## config.mk

```make
export PLATFORM = sky130hd
export DESIGN_NAME = plid_cell
export DESIGN_NICKNAME = d
export VERILOG_FILES = /design/src/hw/rtl/plid_pkg.sv /design/src/hw/rtl/plid_cell.sv
export SDC_FILE = /design/constraint.sdc
export NUM_CORES = 1
export LEC_CHECK = 0
export ABC_AREA = 1
export BUFFER_PORTS_ARGS = -buffer_cell sky130_fd_sc_hd__buf_4
export CAP_MARGIN = 20
export CORE_MARGIN = 2
export CORE_UTILIZATION = 36
export DETAILED_ROUTE_END_ITERATION = 7
export PLACE_DENSITY = 0.81
export REMOVE_ABC_BUFFERS = 1
export SYNTH_ARGS = -nofsm -noshare
export SYNTH_HDL_FRONTEND = slang
export SYNTH_SLANG_ARGS = --single-unit
```

## constraint.sdc

```tcl
create_clock -name clk -period 3.33 [get_ports clk]
set_input_delay 0.666 -clock clk [delete_from_list [all_inputs] [get_ports clk]]
set_output_delay 0.666 -clock clk [all_outputs]
set_load 0.05 [all_outputs]
```

## src/hw/rtl/plid_pkg.sv

```systemverilog
// ----------------------------------------------------------------------------
// plid_pkg: shared definitions for the positional insert/delete list
// Command and status codes, field widths, and the control bundle that the
// list controller broadcasts to every cell of the chain.
// ----------------------------------------------------------------------------
package plid_pkg;

  // Field widths
  localparam int CMD_W     = 2;
  localparam int POS_W     = 6;
  localparam int VAL_W     = 32;
  localparam int STAT_W    = 2;
  localparam int CNT_OUT_W = 7;

  // Default list depth
  localparam int DEPTH_DEF = 64;

  // Command codes
  localparam logic [CMD_W-1:0] CMD_APPEND = 2'd0;
  localparam logic [CMD_W-1:0] CMD_INSERT = 2'd1;
  localparam logic [CMD_W-1:0] CMD_REMOVE = 2'd2;
  localparam logic [CMD_W-1:0] CMD_READ   = 2'd3;

  // Status codes
  localparam logic [STAT_W-1:0] ST_DONE  = 2'd0;
  localparam logic [STAT_W-1:0] ST_RANGE = 2'd1;
  localparam logic [STAT_W-1:0] ST_FULL  = 2'd2;

  // Committed operation, broadcast to all cells
  typedef struct packed {
    logic append;
    logic insert;
    logic remove;
  } cell_ctl_t;

endpackage

```

## src/hw/rtl/plid_cell.sv

```systemverilog
// ----------------------------------------------------------------------------
// plid_cell: one entry of the list
// Holds one value and, on a committed command, loads the new value, takes
// its lower neighbor's value (insert) or its upper neighbor's value (remove).
// Also drives its value onto the read bus when its index is addressed.
// ----------------------------------------------------------------------------
module plid_cell
  import plid_pkg::*;
#(
  parameter int CW  = 7,
  parameter int IDX = 0
) (
  input  logic             clk,
  input  cell_ctl_t        ctl,
  input  logic [CW-1:0]    pos,
  input  logic [CW-1:0]    count,
  input  logic [VAL_W-1:0] value,
  input  logic [VAL_W-1:0] from_lower,
  input  logic [VAL_W-1:0] from_upper,
  output logic [VAL_W-1:0] data,
  output logic [VAL_W-1:0] rd_data
);

  localparam logic [CW-1:0] ID = CW'(IDX);

  logic [VAL_W-1:0] data_next;

  // Pick this cell's next value
  always_comb begin
    data_next = data;
    if (ctl.append && (ID == count)) begin
      data_next = value;
    end else if (ctl.insert && (ID == pos)) begin
      data_next = value;
    end else if (ctl.insert && (ID > pos)) begin
      data_next = from_lower;
    end else if (ctl.remove && (ID >= pos)) begin
      data_next = from_upper;
    end
  end

  // Hold or advance the entry
  always_ff @(posedge clk) begin
    data <= data_next;
  end

  // Drive the read bus when addressed
  assign rd_data = (ID == pos) ? data : '0;

endmodule

```

# Word-level counts from Yosys, hierarchy flattened
# Index checks and enable logic that the tools add are counted.
# W data, S select, Z words.
[word_totals]
register_bits = 32
latch_bits = 0
mem_bits_rw = 0
romBits = 0
inputBits = 114
output_inout_bits = 64
word_cells = 15
mem_count = 0
[classes]
addsub = 0
mul = 0
div_mod_pow = 0
n_lt_le_gt_ge = 2
n_eq_ne = 0
shifts = 0
muxes = 5
bitwise = 0
reduce_logical = 7
[op_table]
columns = ["cell", "n"]
rows = [
  ["$mux W32", 5],
  ["$logic_not A7 Y1", 2],
  ["$ge A1 B7 Y1 const A", 1],
  ["$gt A1 B7 Y1 const A", 1],
  ["$logic_and A1 B1 Y1", 4],
  ["$reduce_bool A4 Y1", 1],
]

# Longest topological paths before layout
# Gate-level depths: netlist (run 1).
[depth]
word_depth = 6
depth_mapped = 8
mapped_depth_nobuf = 7

# Worst setup path before layout (run 1)
# Ideal clock, no wire load.
[synth_timing]
path_kind = "in2out"
from = "in pos[4]"
to = "out rd_data[11]"
arrival_ps = 1868
t_required_ps = 2664
slack_ps = 796
stages = 6
path_buffers = 1
path_cell_list = "inv_1 -> nand2_1 -> nor2_2 -> nand2_1 -> clkbuf_1 -> nor2_1"
[synth_via]
elab_chain_len = 2
[synth_lines]
columns = ["item", "line", "text"]
rows = [
  ["start: declaration", "plid_cell.sv:15", "input logic [CW-1:0] pos,"],
  ["$logic_not A7 Y1", "plid_cell.sv:48", "assign rd_data = (ID == pos) ? data : '0;"],
  ["$mux W32", "plid_cell.sv:48", ""],
  ["end: declaration", "plid_cell.sv:21", "output logic [VAL_W-1:0] rd_data"],
]
# Every way passes these cells.

# Worst setup path in the final report (run 1)
[layout_timing]
from = "in pos[3]"
to = "out rd_data[28]"
# Same word-level chain as after synthesis.

==> results.toml, run 1 <==
[worst_setup_path]
cp-end-kind = "output port"
startpoint = "pos[3]"
required_ns = 2.66
crit_fanout = 32
setup.worst_path.class = "input pin to output port"
endpoint = "rd_data[28]"
startpoint_type = "input pin"
cp.arrival_ns = 1.69

[grt]
overflow = 0
grt_start_max_net_pins = 34
antenna_found_initial = 0
grt_pass1_vias = 1901
grt_use_total = 0.186
grt_first_pass_wirelength_mm = 7.89

[synthesis]
syn_area_mm2 = 0.00179
ys_ff_latch = 32
yosys_warnings = 0
yosysSeqAreaShare = 0.537
synth_cells = 226
ys_types = 12
syn_area_per_cell_um2 = 7.91

[power_and_ir_drop]
finalPower_w = 0.000864
power.density_mw_per_mm2 = 288
ir_drop_mv = 0.155
p_leak_nw = 1.65

[routing]
vias = 1950
totalWireLength_mm = 5.36
drcViolationCount = 0
dr.pass1.iters = 4
routed_wire_length_per_instance_um = 12.2
vias_per_cell = 4.45
dr.first_iter.drc_count = 58
ant_nets = 0

[cells_and_area]
top_register = "data"
drive_above_1_share = 0.431
nets = 484
multiInputGateArea_um2 = 612
regArea_um2 = 961
reg_top3 = "data (32)"
nFillCells = 434
insertedDiodeCount = 0
largest_register_ffs = 32
layout_common_cells = "buf_4 (149), nand2_1 (68), inv_1 (39)"
finish.utilization = 0.631
area_growth_pct = 67.9
final_common_cell = "buf_4"

[clock_network]
clock-sinks = 32
cts_hold_buf = 0
htreeDepth = 2
clockRootBuffer = "clkbuf_8"
clk_path_buf_depth = 2
postCtsSetupBuffers = 0
clk_pin_slew_ns = 0.06
numCtsBuffers = 5
cts_resized = 0
cts_tree = "yes"

[die]
fp.dieW_um = 74.5
die_area_mm2 = 0.00555
ios = 178
initial_core_util = 0.376
core_area_mm2 = 0.00475
num_rows = 25
die_h_um = 74.5

[run_status]
status = "complete, no violations"

[timing]
max_slew.worst_pin.slew_ns = 0.831
hold_viol = 0
fmax_mhz = 425
fin_crit_sh = 0.706
slew_headroom = 0.445
fin_crit_ns = 2.35
setup_viol = 0
finalMaxSlewViolations = 0
rsz0062_at_grt = "no"
fin_setup_tns_ns = 0

[job]
drv_cap = 0

[placed_design]
gp_congestion = 0.750
port_buffers = 145
dp_hpwl_mm = 4.01

[min_path]
hp-class = "input pin to flip-flop"
==> power by group <==
part | internal, W | leakage, nW | switching, W
combinational | 0.0000795 | 1.32 | 0.0000523
sequential | 0.000449 | 0.288 | 0.00000228
clock | 0.000145 | 0.0399 | 0.000136
total | 0.000674 | 1.65 | 0.000190
==> metrics by stage <==
step	cells	area (um^2)	hold slack, ns	setup slack, ns
2_1_floorplan	214	1710	0.845	0.536
3_3_place_gp	430	2920	0.928	1.00
3_5_place_dp	430	2920	0.936	0.964
4_1_cts	438	3000	0.645	0.962
5_1_grt	438	3000	0.643	0.864
6_report	438	3000	0.652	0.977
==> metal layers <==
metal	vias to the layer above	global-route usage	wire, um
li1	985	-	-
met1	869	0.175	1940
met2	86	0.376	2950
met3	10	0.0298	351
met4	0	0.0972	120
met5	-	0	0
==> worst min path at each step <==
stage	end	from	slack, ns	cells past startpoint
floorplan	data[0]	value[0]	0.84	2
global placement	data[21]	value[21]	0.93	3
detailed placement	data[5]	value[5]	0.94	3
CTS	data[14]	value[14]	0.65	3
global route	data[25]	value[25]	0.64	3
finish	data[5]	value[5]	0.65	3
==> final cells by class <==
cell class / count / share of cell area
Tap cell: 67 / 0.0279
Sequential cell: 32 / 0.320
Timing Repair Buffer: 149 / 0.373
Multi-Input combinational cell: 143 / 0.204
Inverter: 39 / 0.0488
Clock buffer: 7 / 0.0254
Clock inverter: 1 / 0.00125
==> critical path, stage by stage <==
cell and delay [ns]:
buf_4 0.11, inv_1 0.04, nand2_1 0.05, nor2_2 0.16, nand2_1 0.06, buf_4 0.24
nor2_1 0.14, buf_4 0.21
==> synth_stat cells (all sizes together) <==
library cell | n | area share
nand2 | 69 | 0.15
inv | 39 | 0.082
nor2 | 38 | 0.083
nand3 | 35 | 0.10
edfxtp | 32 | 0.54
buf | 8 | 0.033
clkbuf | 4 | 0.0084
nand4 | 1 | 0.0070
==> cell families after synthesis <==
group	count (synthesis)	share of synthesized area
simple gates	143	0.339
buf+inv	51	0.123
flops	32	0.537
(Power assumes the default switching activity.)
==> run 2, diff against run 1 <==
--- a/config.mk
+++ b/config.mk
@@ -5,7 +5,7 @@
 export SDC_FILE = /design/constraint.sdc
 export NUM_CORES = 1
 export LEC_CHECK = 0
-export ABC_AREA = 1
+export ABC_AREA = 0
 export BUFFER_PORTS_ARGS = -buffer_cell sky130_fd_sc_hd__buf_4
 export CAP_MARGIN = 20
 export CORE_MARGIN = 2
==> constraint.sdc (replaced) <==
create_clock -name clk -period 2.2 [get_ports clk]
set_input_delay 0.44 -clock clk [delete_from_list [all_inputs] [get_ports clk]]
set_output_delay 0.44 -clock clk [all_outputs]
set_load 0.05 [all_outputs]
==> run 2 against run 1 <==
Compared with the run above: the run now ends with negative setup slack left; setup slack lost 1.2 ns; power rose by 54%; sequential power up 51%; sequential share of layout area down 3.5 points; worst hold slack lost 0.19 ns; synthesized area decreased by 1.8%; first-iteration DRC count up 66%; core utilization increased by 8.2 points; clock power rose by 49%; wire length is 25% higher; combinational power is 72% higher; highest routed layer unchanged.
==> results.toml, run 2 <==
[run_status]
status = "complete, but fails checks"
violations = "negative setup slack"

[cells_and_area]
regArea_um2 = 961
insertedDiodeCount = 0
reg_top3 = "data (32)"
finish.utilization = 0.713
drive_above_1_share = 0.808
area_growth_pct = 91.9
nets = 379
final_common_cell = "buf_4"
largest_register_ffs = 32
nFillCells = 281
top_register = "data"
multiInputGateArea_um2 = 791
layout_common_cells = "buf_4 (113), edfxtp_1 (32), mux2_4 (29)"

[routing]
dr.pass1.iters = 4
drcViolationCount = 0
dr.first_iter.drc_count = 96
vias = 1568
vias_per_cell = 4.72
routed_wire_length_per_instance_um = 20.1
ant_nets = 0
totalWireLength_mm = 6.67

[die]
die_area_mm2 = 0.00545
ios = 178
initial_core_util = 0.372
die_h_um = 73.8
num_rows = 25
core_area_mm2 = 0.00472
fp.dieW_um = 73.8

[timing]
setup_ws_ns = -0.179
fin_crit_ns = 2.38
finalMaxSlewViolations = 0
slew_headroom = 0.661
hold_viol = 0
setup_viol = 79
fin_crit_sh = 1.08
max_slew.worst_pin.slew_ns = 0.501
rsz0062_at_grt = "yes"
fmax_mhz = 420

[synthesis]
ys_async_sr_fraction = 0
yosysSeqAreaShare = 0.547
ys_types = 13
synth_edf_count = 32
yosys_warnings = 0
synth_top_cell_area_share = 0.547
syn_area_per_cell_um2 = 16.1
syn_area_mm2 = 0.00176
synth_top_area_cell = "edfxtp_1"
synth_cells = 109
ys_ff_latch = 32
synth_ff_type = "edfxtp_1"
synth_common_cells = "edfxtp_1 (32), and2_1 (29), mux2_4 (29)"
yosysMostFrequentCell = "edfxtp_1"
synth_area_leaders = "edfxtp_1 (55%), mux2_4 (25%), and2_1 (10%), buf_6 (1.9%), mux2_2 (1.9%)"

[worst_setup_path]
required_ns = 1.76
path_common_cell = "buf_6"
path_delay_family = "simple AND/OR/NAND/NOR gates"
cpMaxStageDelayCell = "or4_4"
critical_path.max_stage_delay_ns = 0.55
cp.arrival_ns = 1.94
crit_buf_inv = 4
cp_num_cells = 7
setup.worst_path.class = "input pin to output port"
path_cells = "buf_6 -> or4_4 -> nor4_4 -> buf_6 -> clkbuf_16 -> and2_1 -> buf_6"
startpoint = "pos[3]"
cp-end-kind = "output port"
crit_fanout = 17
startpoint_type = "input pin"

[min_path]
hp-class = "input pin to flip-flop"
min_from = "value[25]"
whs_path_depth = 2

[clock_network]
clock-sinks = 32
cts_hold_buf = 0
clk_path_buf_depth = 2
cts_tree = "yes"
clk_pin_slew_ns = 0.06
clockRootBuffer = "clkbuf_8"
htreeDepth = 2
numCtsBuffers = 5

[power_and_ir_drop]
ir_drop_mv = 0.209
p_leak_nw = 1.62
finalPower_w = 0.00133
power.density_mw_per_mm2 = 394

[grt]
antenna_found_initial = 0
grt_first_pass_wirelength_mm = 7.65
grt_pass1_vias = 1410
overflow = 0
grt_start_max_net_pins = 35
grt_use_total = 0.198

[job]
drv_cap = 0

[placed_design]
port_buffers = 145
gp_congestion = 0.696
dp_hpwl_mm = 4.15
## run 2: changes by cell type in the layout (fill, tap and decap cells not counted), moves of 3 or more
cell,before,now
buf_8,0,17
nor2_1,36,0
and2_4,0,17
and2_1,0,15
mux2_2,0,3
inv_1,39,0
nand3_1,33,0
buf_6,0,18
buf_12,0,5
nand2_1,68,1
buf_4,149,113
mux2_4,0,29
## run 2: logic make-up (layout without fill, tap and decap cells)
group | count (synthesis) | count (layout) | synth area share
AOI/OAI and AO/OA | 1 | 1 | 0.0121
buffers and inverters | 6 | 162 | 0.0257
muxes | 32 | 32 | 0.267
and+or+nand+nor | 38 | 38 | 0.148
DFF | 32 | 32 | 0.547
## run 2: what timing repair did
action                                 4_1_cts  5_1_grt
cloned                                       0        2
endpoints found under the hold margin        0        0
resized for setup                           32       38
setup endpoints to repair                   32       33
buffers inserted                             0        2
pin swaps                                    0        6
## run 2: final cells by class
| class | instances | share of cell area |
|---|---|---|
| multi-input combinational | 71 | 0.235 |
| timing repair buffer | 155 | 0.432 |
| clock inverter | 1 | 0.00149 |
| tap | 67 | 0.0249 |
| clock buffer | 6 | 0.0215 |
| sequential | 32 | 0.285 |
## run 2: path summary, 6_finish.rpt
| check | endpoint | slack (ns) |
|---|---|---|
| worst max-delay path | rd_data[18] | -0.18 |
| worst min-delay path | data[25] | 0.46 |
## run 2: power by group
part	internal, W	switching, W
clock network	0.000215	0.000203
registers	0.000679	0.00000360
logic	0.000150	0.0000771
## run 2: metrics by stage
stage               worst slack, ns  instances  TNS, ns  hold WS, ns  area (um^2)
global route                 -0.214        332   -10.73        0.452         3370
global placement             -0.193        321   -11.68        0.741         2990
CTS                         -0.0923        328    -2.60        0.453         3190
floorplan                     -1.19        103   -69.59        0.658         1710
finish                       -0.179        332    -7.72        0.461         3370
detailed placement           -0.225        321   -14.38        0.743         2990
## run 2: routing by layer
layer,global-route usage,routed length [um],vias up
li1,-,-,707
met1,0.198,2280,748
met2,0.374,3570,95
met3,0.0768,632,18
met4,0.0566,192,0
met5,0,0,-
==> run 3, diff against run 2 <==
--- a/config.mk
+++ b/config.mk
@@ -7,11 +7,10 @@
 export LEC_CHECK = 0
 export ABC_AREA = 0
 export BUFFER_PORTS_ARGS = -buffer_cell sky130_fd_sc_hd__buf_4
-export CAP_MARGIN = 20
 export CORE_MARGIN = 2
-export CORE_UTILIZATION = 36
+export CORE_UTILIZATION = 38
 export DETAILED_ROUTE_END_ITERATION = 7
-export PLACE_DENSITY = 0.81
+export PLACE_DENSITY = 0.85
 export REMOVE_ABC_BUFFERS = 1
 export SYNTH_ARGS = -nofsm -noshare
 export SYNTH_HDL_FRONTEND = slang
==> constraint.sdc (replaced) <==
create_clock -name clk -period 2.98 [get_ports clk]
set_input_delay 0.596 -clock clk [delete_from_list [all_inputs] [get_ports clk]]
set_output_delay 0.596 -clock clk [all_outputs]
set_load 0.05 [all_outputs]
==> run 3 against run 2 <==
Compared with the run above: the flow now finishes without violations; critical path depth is 1 lower; largest cell class unchanged; critical endpoint is now rd_data[24]; sequential cell count stayed put; clock-buffer cell count is 1 lower.
==> results.toml, run 3 (synthesis gave the netlist of run 2 again) <==
[grt]
grt_first_pass_wirelength_mm = 7.32
overflow = 0
grt_use_total = 0.193
antenna_found_initial = 0
grt_start_max_net_pins = 35
grt_pass1_vias = 1458

[worst_setup_path]
cp-end-kind = "output port"
startpoint = "pos[3]"
cpMaxStageDelayCell = "or4_4"
cp.arrival_ns = 2.01
critical_path.max_stage_delay_ns = 0.53
startpoint_type = "input pin"
required_ns = 2.38
setup.worst_path.class = "input pin to output port"
path_common_cell = "buf_4"
crit_fanout = 34
path_cells = "buf_4 -> or4_4 -> nor4_4 -> buf_12 -> and2_1 -> buf_4"

[clock_network]
clockRootBuffer = "clkbuf_8"
cts_hold_buf = 0
numCtsBuffers = 5
cts_resized = 0
cts_tree = "yes"
clock-sinks = 32
clk_path_buf_depth = 2
htreeDepth = 2
postCtsSetupBuffers = 0
clk_pin_slew_ns = 0.06

[cells_and_area]
final_area_mm2 = 0.00302
largest_register_ffs = 32
area_growth_pct = 71.8
layout_common_cells = "buf_4 (149), edfxtp_1 (32), mux2_4 (29), and2_1 (29), clkbuf_8 (5)"
drive_above_1_share = 0.748
nets = 375
reg_top3 = "data (32)"
finish.utilization = 0.683
final_common_cell = "buf_4"
insertedDiodeCount = 0
top_register = "data"

[routing]
drcViolationCount = 0
dr.pass1.iters = 4
vias = 1427
routed_wire_length_per_instance_um = 15.9
ant_nets = 0
dr.first_iter.drc_count = 70
vias_per_cell = 4.54
totalWireLength_mm = 4.98

[power_and_ir_drop]
power.density_mw_per_mm2 = 321
ir_drop_mv = 0.191
p_leak_nw = 1.51

[die]
ios = 178
die_h_um = 72.0
num_rows = 24
fp.dieW_um = 72.0
core_area_mm2 = 0.00441
initial_core_util = 0.398
die_area_mm2 = 0.00518

[placed_design]
gp_congestion = 0.712
place_area_mm2 = 0.00293
dp_hpwl_mm = 4.14
port_buffers = 145

[min_path]
min_from = "from_upper[26]"
hp-class = "input pin to flip-flop"

[run_status]
status = "complete, no violations"

[timing]
slew_headroom = 0.615
max_slew.worst_pin.slew_ns = 0.578
fin_crit_sh = 0.874
setup_viol = 0
rsz0062_at_grt = "no"
hold_viol = 0
finalMaxSlewViolations = 0
fmax_mhz = 384
fin_crit_ns = 2.60

[job]
drv_cap = 0
run 3: worst max-delay path: cells and delay by family:
| kind | cells | cell delay (ns) |
|---|---|---|
| simple gates | 3 | 0.88 |
| buf+inv | 3 | 0.52 |
run 3: worst paths after layout:
kind,to,slack (ns),depth (start not counted)
min,data[26],0.61,2
max,rd_data[24],0.38,6
run 3: area by class of cell:
class                           instances  area (um^2)
Clock buffer                            5         68.8
Clock inverter                          3         13.8
Fill cell                             332         1400
Multi-Input combinational cell         71          749
Sequential cell                        32          961
Tap cell                               52         65.1
Timing Repair Buffer                  151         1160
run 3: layer usage:
layer	part of all wire	global-route usage
met1	0.36	0.218
met2	0.51	0.332
met3	0.12	0.0847
met4	0.011	0.0566
met5	0	0
run 3: per-stage QoR:
step / setup TNS, ns / worst slack [ns] / hold slack (ns) / total power [W] / std cells
floorplan: -18.19 / -0.568 / 0.814 / 0.000573 / 103
global placement: 0 / 0.323 / 0.896 / 0.000667 / 306
detailed placement: 0 / 0.311 / 0.899 / 0.000672 / 306
CTS: 0 / 0.358 / 0.605 / 0.000979 / 314
global route: 0 / 0.302 / 0.605 / 0.00101 / 314
finish: 0 / 0.376 / 0.613 / 0.000970 / 314
run 3: report_power, final:
part | switching (W) | internal, W
clock network | 0.000150 | 0.000158
registers | 0.00000223 | 0.000501
logic | 0.0000517 | 0.000106
total | 0.000204 | 0.000765
